### src/rtl/gbn_pkg.sv
`timescale 1ns / 1ps
`default_nettype none

package gbn_pkg;

	// Sequence space and window size.
	localparam int MaxSeqNum = 7;
	localparam int SeqSpace  = MaxSeqNum + 1;
	localparam int SeqW      = $clog2(SeqSpace);
	localparam int PayloadW  = 32;

	// Depth of the queue between the front and back parts.
	localparam int CmdDepth = 4;
	localparam int CmdPtrW  = $clog2(CmdDepth);

	typedef enum logic [1:0] {
		REQ_DATA    = 2'd0,
		REQ_ACK     = 2'd1,
		REQ_TIMEOUT = 2'd2
	} req_kind_t;

	typedef enum logic [2:0] {
		RES_SENT        = 3'd0,
		RES_ACK_OK      = 3'd1,
		RES_ACK_IGNORED = 3'd2,
		RES_WINDOW_FULL = 3'd3,
		RES_NOTHING     = 3'd4
	} result_kind_t;

	typedef enum logic [1:0] {
		OP_SEND,
		OP_RESEND,
		OP_INFO
	} cmd_op_t;

	typedef struct packed {
		logic [1:0]          req_type;
		logic [PayloadW-1:0] payload;
		logic [SeqW-1:0]     ack_number;
	} req_item_t;

	typedef struct packed {
		result_kind_t        result_kind;
		logic [SeqW-1:0]     frame_seq;
		logic [PayloadW-1:0] frame_payload;
		logic [SeqW-1:0]     freed_count;
		logic [SeqW-1:0]     outstanding;
		logic                last_of_run;
	} res_item_t;

	typedef struct packed {
		cmd_op_t             op;
		result_kind_t        kind;
		logic [SeqW-1:0]     seq;
		logic [PayloadW-1:0] payload;
		logic [SeqW-1:0]     freed;
		logic [SeqW-1:0]     outstanding;
	} cmd_t;

	function automatic logic [SeqW-1:0] seq_add(input logic [SeqW-1:0] a,
		input logic [SeqW-1:0] b);
		logic [SeqW:0] s;
		s = {1'b0, a} + {1'b0, b};
		if (s >= (SeqW+1)'(SeqSpace)) begin
			s = s - (SeqW+1)'(SeqSpace);
		end
		return s[SeqW-1:0];
	endfunction

	function automatic logic [SeqW-1:0] seq_sub(input logic [SeqW-1:0] a,
		input logic [SeqW-1:0] b);
		logic [SeqW:0] s;
		s = {1'b0, a} + (SeqW+1)'(SeqSpace) - {1'b0, b};
		if (s >= (SeqW+1)'(SeqSpace)) begin
			s = s - (SeqW+1)'(SeqSpace);
		end
		return s[SeqW-1:0];
	endfunction

endpackage

`default_nettype wire

### src/rtl/gbn_cmd_fifo.sv
`timescale 1ns / 1ps
`default_nettype none

module gbn_cmd_fifo (
	input  wire logic          clk,
	input  wire logic          arst_n,
	input  wire logic          push,
	input  gbn_pkg::cmd_t      wr_data,
	output logic               full,
	input  wire logic          pop,
	output gbn_pkg::cmd_t      rd_data,
	output logic               empty
);
	import gbn_pkg::*;

	cmd_t               entries_q [CmdDepth];
	logic [CmdPtrW-1:0] wr_ptr_q;
	logic [CmdPtrW-1:0] rd_ptr_q;
	logic [CmdPtrW:0]   count_q;
	logic               do_push;
	logic               do_pop;

	assign full    = (count_q == (CmdPtrW+1)'(CmdDepth));
	assign empty   = (count_q == '0);
	assign do_push = push && !full;
	assign do_pop  = pop && !empty;
	assign rd_data = entries_q[rd_ptr_q];

	always_ff @(posedge clk or negedge arst_n) begin
		if (!arst_n) begin
			wr_ptr_q <= '0;
			rd_ptr_q <= '0;
			count_q  <= '0;
		end else begin
			if (do_push) begin
				wr_ptr_q <= wr_ptr_q + CmdPtrW'(1);
			end
			if (do_pop) begin
				rd_ptr_q <= rd_ptr_q + CmdPtrW'(1);
			end
			if (do_push && !do_pop) begin
				count_q <= count_q + (CmdPtrW+1)'(1);
			end else if (do_pop && !do_push) begin
				count_q <= count_q - (CmdPtrW+1)'(1);
			end
		end
	end

	always_ff @(posedge clk) begin
		if (do_push) begin
			entries_q[wr_ptr_q] <= wr_data;
		end
	end

	// The front part holds back while the queue is full, so no request is dropped here.
	a_no_push_when_full: assert property (@(posedge clk) disable iff (!arst_n)
		push |-> !full)
		else $error("request pushed into a full command queue");

endmodule

`default_nettype wire

### src/rtl/gbn_front.sv
`timescale 1ns / 1ps
`default_nettype none

module gbn_front (
	input  wire logic          clk,
	input  wire logic          arst_n,
	input  wire logic          push,
	output logic               full,
	input  gbn_pkg::req_item_t request,
	output logic               cmd_push,
	output gbn_pkg::cmd_t      cmd_data,
	input  wire logic          cmd_full
);
	import gbn_pkg::*;

	logic [SeqW-1:0] next_seq_q;
	logic [SeqW-1:0] oldest_q;
	logic [SeqW-1:0] count_q;
	logic [SeqW-1:0] next_seq_d;
	logic [SeqW-1:0] oldest_d;
	logic [SeqW-1:0] count_d;
	logic [SeqW-1:0] ack_offset;
	logic [SeqW-1:0] freed;
	logic            accept;
	logic            emits;

	assign full   = cmd_full;
	assign accept = push && !cmd_full;

	always_comb begin
		cmd_data             = '0;
		cmd_data.op          = OP_INFO;
		cmd_data.kind        = RES_ACK_IGNORED;
		cmd_data.outstanding = count_q;
		next_seq_d           = next_seq_q;
		oldest_d             = oldest_q;
		count_d              = count_q;
		emits                = 1'b1;
		ack_offset           = seq_sub(request.ack_number, oldest_q);
		freed                = ack_offset + SeqW'(1);
		case (request.req_type)
			REQ_DATA: begin
				if (count_q >= SeqW'(MaxSeqNum)) begin
					cmd_data.kind = RES_WINDOW_FULL;
				end else begin
					cmd_data.op          = OP_SEND;
					cmd_data.kind        = RES_SENT;
					cmd_data.seq         = next_seq_q;
					cmd_data.payload     = request.payload;
					cmd_data.outstanding = count_q + SeqW'(1);
					count_d              = count_q + SeqW'(1);
					next_seq_d           = seq_add(next_seq_q, SeqW'(1));
				end
			end
			REQ_ACK: begin
				// A cumulative ack counts only if it names an outstanding frame.
				if (ack_offset < count_q) begin
					cmd_data.kind        = RES_ACK_OK;
					cmd_data.freed       = freed;
					cmd_data.outstanding = count_q - freed;
					count_d              = count_q - freed;
					oldest_d             = seq_add(oldest_q, freed);
				end
			end
			REQ_TIMEOUT: begin
				if (count_q == '0) begin
					cmd_data.kind = RES_NOTHING;
				end else begin
					cmd_data.op   = OP_RESEND;
					cmd_data.kind = RES_SENT;
					cmd_data.seq  = oldest_q;
				end
			end
			default: begin
				emits = 1'b0;
			end
		endcase
	end

	assign cmd_push = accept && emits;

	always_ff @(posedge clk or negedge arst_n) begin
		if (!arst_n) begin
			next_seq_q <= '0;
			oldest_q   <= '0;
			count_q    <= '0;
		end else if (accept) begin
			next_seq_q <= next_seq_d;
			oldest_q   <= oldest_d;
			count_q    <= count_d;
		end
	end

	a_window_bound: assert property (@(posedge clk) disable iff (!arst_n)
		count_q <= SeqW'(MaxSeqNum))
		else $error("more frames outstanding than the window allows");

	a_window_consistent: assert property (@(posedge clk) disable iff (!arst_n)
		seq_add(oldest_q, count_q) == next_seq_q)
		else $error("window edges disagree with the outstanding count");

endmodule

`default_nettype wire

### src/rtl/gbn_back.sv
`timescale 1ns / 1ps
`default_nettype none

module gbn_back (
	input  wire logic          clk,
	input  wire logic          arst_n,
	input  gbn_pkg::cmd_t      head,
	input  wire logic          head_empty,
	output logic               head_pop,
	output logic               empty,
	input  wire logic          pop,
	output gbn_pkg::res_item_t result
);
	import gbn_pkg::*;

	logic [PayloadW-1:0] tx_buffer [SeqSpace];
	logic                out_valid_q;
	res_item_t           out_q;
	res_item_t           out_d;
	logic [SeqW-1:0]     rs_idx_q;
	logic [SeqW-1:0]     rs_seq;
	logic                rs_last;
	logic                fire;
	logic                is_send;
	logic                is_resend;

	assign empty  = !out_valid_q;
	assign result = out_q;

	// The output register is free when empty or being taken in this cycle.
	assign fire      = !head_empty && (!out_valid_q || pop);
	assign is_send   = (head.op == OP_SEND);
	assign is_resend = (head.op == OP_RESEND);
	assign rs_seq    = seq_add(head.seq, rs_idx_q);
	assign rs_last   = ((rs_idx_q + SeqW'(1)) == head.outstanding);

	always_comb begin
		out_d             = '0;
		out_d.result_kind = head.kind;
		out_d.outstanding = head.outstanding;
		out_d.last_of_run = 1'b1;
		head_pop          = fire;
		case (head.op)
			OP_SEND: begin
				out_d.frame_seq     = head.seq;
				out_d.frame_payload = head.payload;
			end
			OP_RESEND: begin
				// One frame per cycle while the output register is free; the command leaves the queue with its last frame.
				out_d.frame_seq   = rs_seq;
				out_d.last_of_run = rs_last;
				head_pop          = fire && rs_last;
			end
			OP_INFO: begin
				out_d.freed_count = head.freed;
			end
			default: begin
				out_d.last_of_run = 1'b1;
			end
		endcase
	end

	always_ff @(posedge clk or negedge arst_n) begin
		if (!arst_n) begin
			out_valid_q <= 1'b0;
			rs_idx_q    <= '0;
		end else begin
			if (fire) begin
				out_valid_q <= 1'b1;
			end else if (pop) begin
				out_valid_q <= 1'b0;
			end
			if (fire && is_resend) begin
				rs_idx_q <= rs_last ? '0 : rs_idx_q + SeqW'(1);
			end
		end
	end

	always_ff @(posedge clk) begin
		if (fire) begin
			if (is_send) begin
				tx_buffer[head.seq] <= head.payload;
			end
			if (is_resend) begin
				out_q <= {out_d.result_kind, out_d.frame_seq, tx_buffer[rs_seq],
					out_d.freed_count, out_d.outstanding, out_d.last_of_run};
			end else begin
				out_q <= out_d;
			end
		end
	end

	a_resend_index: assert property (@(posedge clk) disable iff (!arst_n)
		(!head_empty && is_resend) |-> (rs_idx_q < head.outstanding))
		else $error("resend index ran past the outstanding frames");

	a_idx_idle: assert property (@(posedge clk) disable iff (!arst_n)
		(head_empty || !is_resend) |-> (rs_idx_q == '0))
		else $error("resend index left nonzero outside a resend");

endmodule

`default_nettype wire

### src/rtl/go_back_n_sender_window.sv
`timescale 1ns / 1ps
`default_nettype none
// A result passes through the command queue and then the output register to the result ports.
// Throughput: one new-data or ack request per cycle unless the command queue is full; a timeout
// gives one resent frame per cycle while results are taken, and occupies the back part until its last frame.
// A four-entry command queue lets the front take requests while the back is resending.
// Reset clears the window counters, the queue and the result valid flag; the frame
// buffer is not cleared and needs no clearing pass.

module go_back_n_sender_window (
	input  wire logic          clk,
	input  wire logic          arst_n,
	input  wire logic          push,
	output logic               full,
	input  gbn_pkg::req_item_t request,
	output logic               empty,
	input  wire logic          pop,
	output gbn_pkg::res_item_t result
);
	import gbn_pkg::*;

	logic cmd_push;
	cmd_t cmd_wr;
	logic cmd_full;
	cmd_t cmd_head;
	logic cmd_empty;
	logic cmd_pop;

	gbn_front u_front (
		.clk      (clk),
		.arst_n   (arst_n),
		.push     (push),
		.full     (full),
		.request  (request),
		.cmd_push (cmd_push),
		.cmd_data (cmd_wr),
		.cmd_full (cmd_full)
	);

	gbn_cmd_fifo u_cmd_fifo (
		.clk     (clk),
		.arst_n  (arst_n),
		.push    (cmd_push),
		.wr_data (cmd_wr),
		.full    (cmd_full),
		.pop     (cmd_pop),
		.rd_data (cmd_head),
		.empty   (cmd_empty)
	);

	gbn_back u_back (
		.clk        (clk),
		.arst_n     (arst_n),
		.head       (cmd_head),
		.head_empty (cmd_empty),
		.head_pop   (cmd_pop),
		.empty      (empty),
		.pop        (pop),
		.result     (result)
	);

endmodule

`default_nettype wire
### config.mk
export PLATFORM = sky130hd
export DESIGN_NAME = go_back_n_sender_window
export DESIGN_NICKNAME = d
export VERILOG_FILES = /design/src/rtl/gbn_pkg.sv /design/src/rtl/gbn_cmd_fifo.sv /design/src/rtl/gbn_front.sv /design/src/rtl/gbn_back.sv /design/src/rtl/go_back_n_sender_window.sv
export SDC_FILE = /design/constraint.sdc
export NUM_CORES = 1
export LEC_CHECK = 0
export BUFFER_PORTS_ARGS = -buffer_cell sky130_fd_sc_hd__buf_4
export CAP_MARGIN = 30
export CORE_UTILIZATION = 55
export CTS_BUF_LIST = sky130_fd_sc_hd__clkbuf_4 sky130_fd_sc_hd__clkbuf_8
export DETAILED_ROUTE_END_ITERATION = 16
export PLACE_DENSITY = 0.72
export SLEW_MARGIN = 40
export SYNTH_ARGS = -nofsm -noshare
export SYNTH_HDL_FRONTEND = slang
export SYNTH_SLANG_ARGS = --single-unit
### constraint.sdc
create_clock -name clk -period 5.5 [get_ports clk]
set_clock_uncertainty 0.05 [all_clocks]
set_input_delay 1.1 -clock clk [delete_from_list [all_inputs] [get_ports clk]]
set_output_delay 1.1 -clock clk [all_outputs]
set_load 0.02 [all_outputs]
==> flow_summary.json, run 1 <==
{
  "grt_pass1_wl_um": 56660,
  "ys.flop_type": "edfxtp_1",
  "synth_seq_cells": 505,
  "fp.dieW_um": 192.2,
  "finalNetCount": 1182,
  "routed_wl_um": 36890,
  "gp_congestion": 0.7969,
  "dieArea_mm2": 0.03695,
  "drv_cap": 0,
  "port_buffers": 87,
  "ir_drop_v": 0.0005520,
  "fill_cells": 2415,
  "crit_path_start_kind": "flip-flop",
  "dp_hpwl_um": 22480,
  "cts.clk_slew.worst_paths_ns": 0.06,
  "final_common_cell": "edfxtp_1",
  "final_layout_size_suffix_gt1_frac": 0.3191,
  "cts_setup_buffers": 0,
  "holdWs_ns": 0.3440,
  "grt_pass1_vias": 9756,
  "timing_hold_violations_final": 0,
  "rrSetupSlack_ns": 1.68,
  "start_util": 0.5596,
  "path_max_fanout": 32,
  "slew_headroom": 0.4631,
  "seq_area_frac_synth": 0.7569,
  "placed_area_mm2": 0.02123,
  "fin_crit_ns": 3.818,
  "syn_area_per_cell_um2": 20.65,
  "leakage_nw": 7.781,
  "drtAntennaViolNets": 0,
  "grt_max_degree": 39,
  "syn_inst": 964,
  "clock_path_buffers": 3,
  "grt_usage": 0.2097,
  "grt_antenna_before_repair": 0,
  "ctsHoldBuffers": 0,
  "setup_viol": 0,
  "fmax_mhz": 261.9,
  "multi_input_area_mm2": 0.004658,
  "clkSinkCount": 505,
  "yosysUniqueCellTypes": 55,
  "cts_tree": "done",
  "clk_root_buffer_cell": "clkbuf_8",
  "path_class": "reg -> reg",
  "num_vias": 9385,
  "cp_common_cell": "mux4_2",
  "rows": 69,
  "synth_edf_count": 485,
  "mostFrequentLayoutCells": "485 x edfxtp_1, 111 x buf_4, 110 x mux4_2",
  "crit_arrival_ns": 4.04,
  "r2r-start": "u_cmd_fifo.rd_ptr_q[1]$_DFFE_PN0P_",
  "drt_iter0_markers": 649,
  "cts_max_level": 3,
  "syn2layout_area_growth_pct": 14.46,
  "synthArstFlopShare": 0.03960,
  "crit_chain": "mux4_2 > ha_4 > inv_1 > fa_2 > buf_4 > mux4_2 > mux2i_1 > o21ai_0",
  "drt_first_pass_iters": 5,
  "route.detailed.drc": 0,
  "wire_per_inst_um": 22.58,
  "pwr_density_cell_mw_per_mm2": 651.4,
  "core_mm2": 0.03557,
  "yosysWarnings": 0,
  "grt-ovfl-total": 0,
  "cts_resized": 0,
  "timing.final.max_slew_violations": 0,
  "worst_path_largest_cell_delay_ns": 0.87,
  "syn_nets": 1028,
  "hold_class": "in -> async",
  "fin_crit_sh": 0.6942,
  "rsz0062_at_grt": "no",
  "final_area_mm2": 0.02278,
  "required_ns": 5.73,
  "timing.critical_path.buf_inv": 2,
  "status": "finished clean",
  "setup_tns_ns": 0,
  "syn_area_mm2": 0.01990,
  "endpoint_kind": "flip-flop",
  "rr_endpoint": "u_back.result[13]$_DFFE_PN_",
  "io_pins": 88,
  "crit_family": "multiplexers",
  "worst_pin_slew_ns": 0.8034,
  "reg2regPathDepth": 8,
  "seq_area_mm2": 0.01507,
  "vias_per_cell": 5.744,
  "slowest_stage": "dfrtp_2",
  "clk_latency_ns": 0.59,
  "cts_buffers": 81,
  "die_h_um": 192.2
}
power breakdown:
group	internal (mW)	switching (mW)	total [mW]
clock network	1.66	1.36	3.02
registers	5.48	0.296	5.77
logic	2.70	3.35	6.05
layer usage:
layer	share of wire	vias to the layer above	routed length, um	global-route usage
met5	0	-	0	0
met4	0.012	0	439	0.05360
met3	0.058	37	2145	0.04422
met2	0.50	268	18430	0.3406
met1	0.43	4885	15870	0.2920
li1	-	4195	-	-
Yosys cell counts (12+ instances only):
library cell	number	area (um^2)
edfxtp_1	485	14560
mux4_2	110	2477
nand2_1	39	146.4
and2_1	37	231.5
mux2i_1	34	340.3
clkbuf_1	28	105.1
o21ai_0	27	135.1
nor2_1	22	82.58
inv_1	21	78.83
dfrtp_1	20	500.5
ha_1	18	225.2
xnor2_1	12	105.1
registers in the layout (all words and copies together), names as in the netlist, 2 cells and up:
register / count
u_back.result: 45
u_cmd_fifo.wr_ptr_q: 2
u_back.tx_buffer: 256
u_front.count_q: 3
u_cmd_fifo.count_q: 3
u_cmd_fifo.rd_ptr_q: 2
u_back.rs_idx_q: 3
u_cmd_fifo.entries_q: 184
u_front.next_seq_q: 3
u_front.oldest_q: 3
stage by stage:
step,power [mW],setup WS (ns),util,cells
after floorplan,10.28,0.7298,-,964
after global placement,11.88,1.608,0.5968,1494
after detailed placement,12.00,1.525,0.5970,1494
after CTS,15.03,1.642,0.6396,1631
after global routing,15.69,1.481,0.6404,1633
final,14.84,1.682,0.6405,1634
area by class of cell:
| type | count | share of cell area |
|---|---|---|
| inverters | 21 | 0.003460 |
| clock inverters | 29 | 0.007854 |
| flip-flops and latches | 505 | 0.6614 |
| repair buffers | 114 | 0.03877 |
| well taps | 461 | 0.02532 |
| multi-input cells | 395 | 0.2045 |
| clock buffers | 108 | 0.05866 |
| diodes | 1 | 0.0001098 |
how the worst max path moves through the flow:
stage | start | end | slack (ns) | cells after the start
global route | u_cmd_fifo.rd_ptr_q[1]$_DFFE_PN0P_ | u_back.result[13]$_DFFE_PN_ | 1.48 | 8
detailed placement | request[0] | u_cmd_fifo.entries_q[0][2]$_DFFE_PP_ | 1.52 | 10
global placement | request[0] | u_cmd_fifo.entries_q[0][2]$_DFFE_PP_ | 1.61 | 10
floorplan | pop | u_back.tx_buffer[4][0]$_DFFE_PP_ | 0.73 | 4
finish | u_cmd_fifo.rd_ptr_q[1]$_DFFE_PN0P_ | u_back.result[13]$_DFFE_PN_ | 1.68 | 8
CTS | u_cmd_fifo.rd_ptr_q[1]$_DFFE_PN0P_ | u_back.result[13]$_DFFE_PN_ | 1.64 | 8
cells by family (layout without fill, tap and decap cells):
logic type | after synthesis | in the layout | share of synthesized area
multiplexers | 149 | 149 | 0.1444
AND/OR/NAND/NOR | 136 | 136 | 0.03589
buffers and inverters | 64 | 272 | 0.01452
adder cells (fa/ha/maj) | 23 | 23 | 0.01634
XOR/XNOR | 22 | 22 | 0.01245
other | 0 | 1 | 0
AO/OA/AOI/OAI | 65 | 65 | 0.01955
flip-flops | 505 | 505 | 0.7569
Power figures use the tool's default switching activity.
==> run 2: changes to the inputs <==
Settings changed: ABC_AREA set to 1.
Clock period 5.5 ns to 3.5 ns, I/O delays scaled along.
==> run 2 against run 1 <==
  * Critical path depth grew 4
  * Die area grew 3.6%
  * Core utilization grew 0.16 points
  * Synthesized cell count grew 68%
  * Routed wire length grew 19%
  * Worst hold slack lost 0.10 ns
  * Largest cell class unchanged
  * Highest routed layer unchanged
==> flow_summary.json, run 2 <==
{
  "synth_top_area_share": 0.7058,
  "die_h_um": 195.7,
  "synthArstFlopShare": 0.03960,
  "gp_congestion": 0.9146,
  "yosys.area_share.simple": 0.1134,
  "syn_inst": 1619,
  "drt_first_pass_iters": 5,
  "yosysWarnings": 0,
  "route.detailed.drc": 0,
  "port_buffers": 87,
  "grt_pass1_wl_um": 68510,
  "crit_arrival_ns": 3.49,
  "synth_seq_cells": 505,
  "routed_wl_um": 44020,
  "synth_edf_count": 485,
  "seq_area_mm2": 0.01507,
  "fill_cells": 2672,
  "grt_pass1_vias": 12580,
  "status": "finished clean",
  "vias_per_cell": 5.640,
  "crit_path_start_kind": "flip-flop",
  "core_mm2": 0.03679,
  "cts_max_level": 3,
  "grt_max_degree": 75,
  "rows": 70,
  "clk_root_buffer_cell": "clkbuf_8",
  "io_pins": 88,
  "crit_family": "compound AO/OA/AOI/OAI gates",
  "synth_top_area_cell": "edfxtp_1",
  "registers.top_by_ff_count": "u_back.tx_buffer",
  "timing.final.max_slew_violations": 0,
  "largest_register_ffs": 256,
  "yosysUniqueCellTypes": 43,
  "ys.flop_type": "edfxtp_1",
  "syn_nets": 1683,
  "path_class": "reg -> reg",
  "cts_buffers": 78,
  "synth_xor_area_frac": 0.005093,
  "timing_hold_violations_final": 0,
  "netlist_top_cells_count": "485 x edfxtp_1, 288 x nor2_1, 215 x o21ai_0",
  "synth_compound_area_frac": 0.1017,
  "grt_antenna_before_repair": 1,
  "path_max_fanout": 64,
  "rsz0062_at_grt": "no",
  "drv_cap": 0,
  "final_core_util": 0.6421,
  "fin_crit_ns": 3.197,
  "drt_iter0_markers": 1138,
  "syn2layout_area_growth_pct": 14.47,
  "synthMuxAreaShare": 0.0005457,
  "final_common_cell": "edfxtp_1",
  "syn_area_mm2": 0.02064,
  "hold_class": "in -> reg",
  "mostFrequentLayoutCells": "485 x edfxtp_1, 281 x nor2_1, 215 x o21ai_0",
  "worst_path_largest_cell_delay_ns": 0.58,
  "ys_top_cells_by_area": "edfxtp_1 71%, nor2_1 5.2%, o21ai_0 5.2%",
  "synth.most_common_cell": "edfxtp_1",
  "slowest_stage": "fa_2",
  "dieArea_mm2": 0.03830,
  "synth_top_family_by_area": "simple AND/OR/NAND/NOR gates",
  "worst_pin_slew_ns": 0.8652,
  "clock_path_buffers": 3,
  "yosys.area_share.adder": 0.01576,
  "dp_hpwl_um": 24850,
  "grt_usage": 0.2344,
  "num_vias": 12820,
  "cts_tree": "done",
  "wire_per_inst_um": 19.37,
  "finalNetCount": 1805,
  "fin_crit_sh": 0.9136,
  "required_ns": 3.79,
  "drtAntennaViolNets": 0,
  "setup_viol": 0,
  "clk_latency_ns": 0.63,
  "crit_chain": "buf_4 > o21ai_1 > o22ai_2 > ha_4 > inv_1 > fa_2 > clkinv_1 > buf_12 > o21ai_0 > o22ai_1 > o211ai_1 > nand2_1",
  "clkSinkCount": 505,
  "seq_area_frac_synth": 0.7300,
  "final_layout_size_suffix_gt1_frac": 0.1851,
  "endpoint_kind": "flip-flop",
  "syn_area_per_cell_um2": 12.75,
  "timing.critical_path.buf_inv": 4,
  "grt-ovfl-total": 0,
  "start_util": 0.5610,
  "multi_input_area_mm2": 0.005107,
  "slew_headroom": 0.4232,
  "cts.clk_slew.worst_paths_ns": 0.06,
  "fmax_mhz": 312.8,
  "fp.dieW_um": 195.7
}
[run 2: repair_timing]
| item | in CTS | in global routing |
|---|---|---|
| setup buffers | 0 | 0 |
| gates resized for setup | 0 | 0 |
| hold buffers | 1 | 0 |
| endpoints found under the setup margin | 0 | 0 |
| hold endpoints to repair | 20 | 0 |
[run 2: cell families after synthesis]
family / count (synthesis)
simple gates: 573
flops: 505
compound gates: 361
buf+inv: 144
fa+ha+maj: 23
xor+xnor: 12
mux: 1
[run 2: metrics by stage]
| step | cell area (um^2) | hold slack (ns) | TNS, ns | cells | setup WS (ns) |
|---|---|---|---|---|---|
| 2_1_floorplan | 20700 | 0.3544 | -58.79 | 1619 | -0.3722 |
| 3_3_place_gp | 21970 | 0.4171 | 0 | 2127 | 0.2326 |
| 3_5_place_dp | 21990 | 0.4127 | 0 | 2127 | 0.1611 |
| 4_1_cts | 23540 | 0.2140 | 0 | 2271 | 0.3376 |
| 5_1_grt | 23620 | 0.2221 | 0 | 2272 | 0.1101 |
| 6_report | 23620 | 0.2397 | 0 | 2273 | 0.3026 |
[run 2: worst paths after layout]
kind | from | end | slack [ns] | cells after the start
max | u_cmd_fifo.rd_ptr_q[0]$_DFFE_PN0P_ | u_back.result[33]$_DFFE_PN_ | 0.30 | 12
min | pop | u_back.out_valid_q$_DFFE_PN0P_ | 0.24 | 2
max reg2reg | u_cmd_fifo.rd_ptr_q[0]$_DFFE_PN0P_ | u_back.result[33]$_DFFE_PN_ | 0.30 | 12
min reg2reg | u_front.next_seq_q[2]$_DFFE_PN0P_ | u_front.next_seq_q[2]$_DFFE_PN0P_ | 0.43 | 1
max in group asynchronous | arst_n | u_back.rs_idx_q[1]$_DFFE_PN0P_ | 2.68 | 2
min in group asynchronous | arst_n | u_front.oldest_q[0]$_DFFE_PN0P_ | 0.45 | 2
[run 2: worst register-to-register path: cells and delay by family (launching register included)]
kind	cells	cell delay, ns
compound gates	5	0.86
buf+inv	4	0.78
fa+ha+maj	2	0.74
flops	1	0.36
simple gates	1	0.12
[run 2: cell type report]
class	count	share of cell area
Sequential cell	505	0.6378
Multi-Input combinational cell	970	0.2162
Timing Repair Buffer	132	0.04735
Inverter	54	0.008581
Clock inverter	30	0.006727
Tap cell	468	0.02479
Antenna cell	1	0.0001059
Clock buffer	113	0.05842
[run 2: routing by layer]
metal / wire (um) / global-route usage / part of all wire / up-vias
met5: 0 / 0 / 0 / -
met4: 952 / 0.08623 / 0.022 / 0
met3: 2761 / 0.03902 / 0.063 / 76
met2: 20940 / 0.3769 / 0.48 / 462
met1: 19370 / 0.3257 / 0.44 / 6203
li1: - / - / - / 6078
Power of run 2 is left out: the tool's default activity adds up to more than one toggle a clock period on the data nets, which glitch-free logic cannot reach.
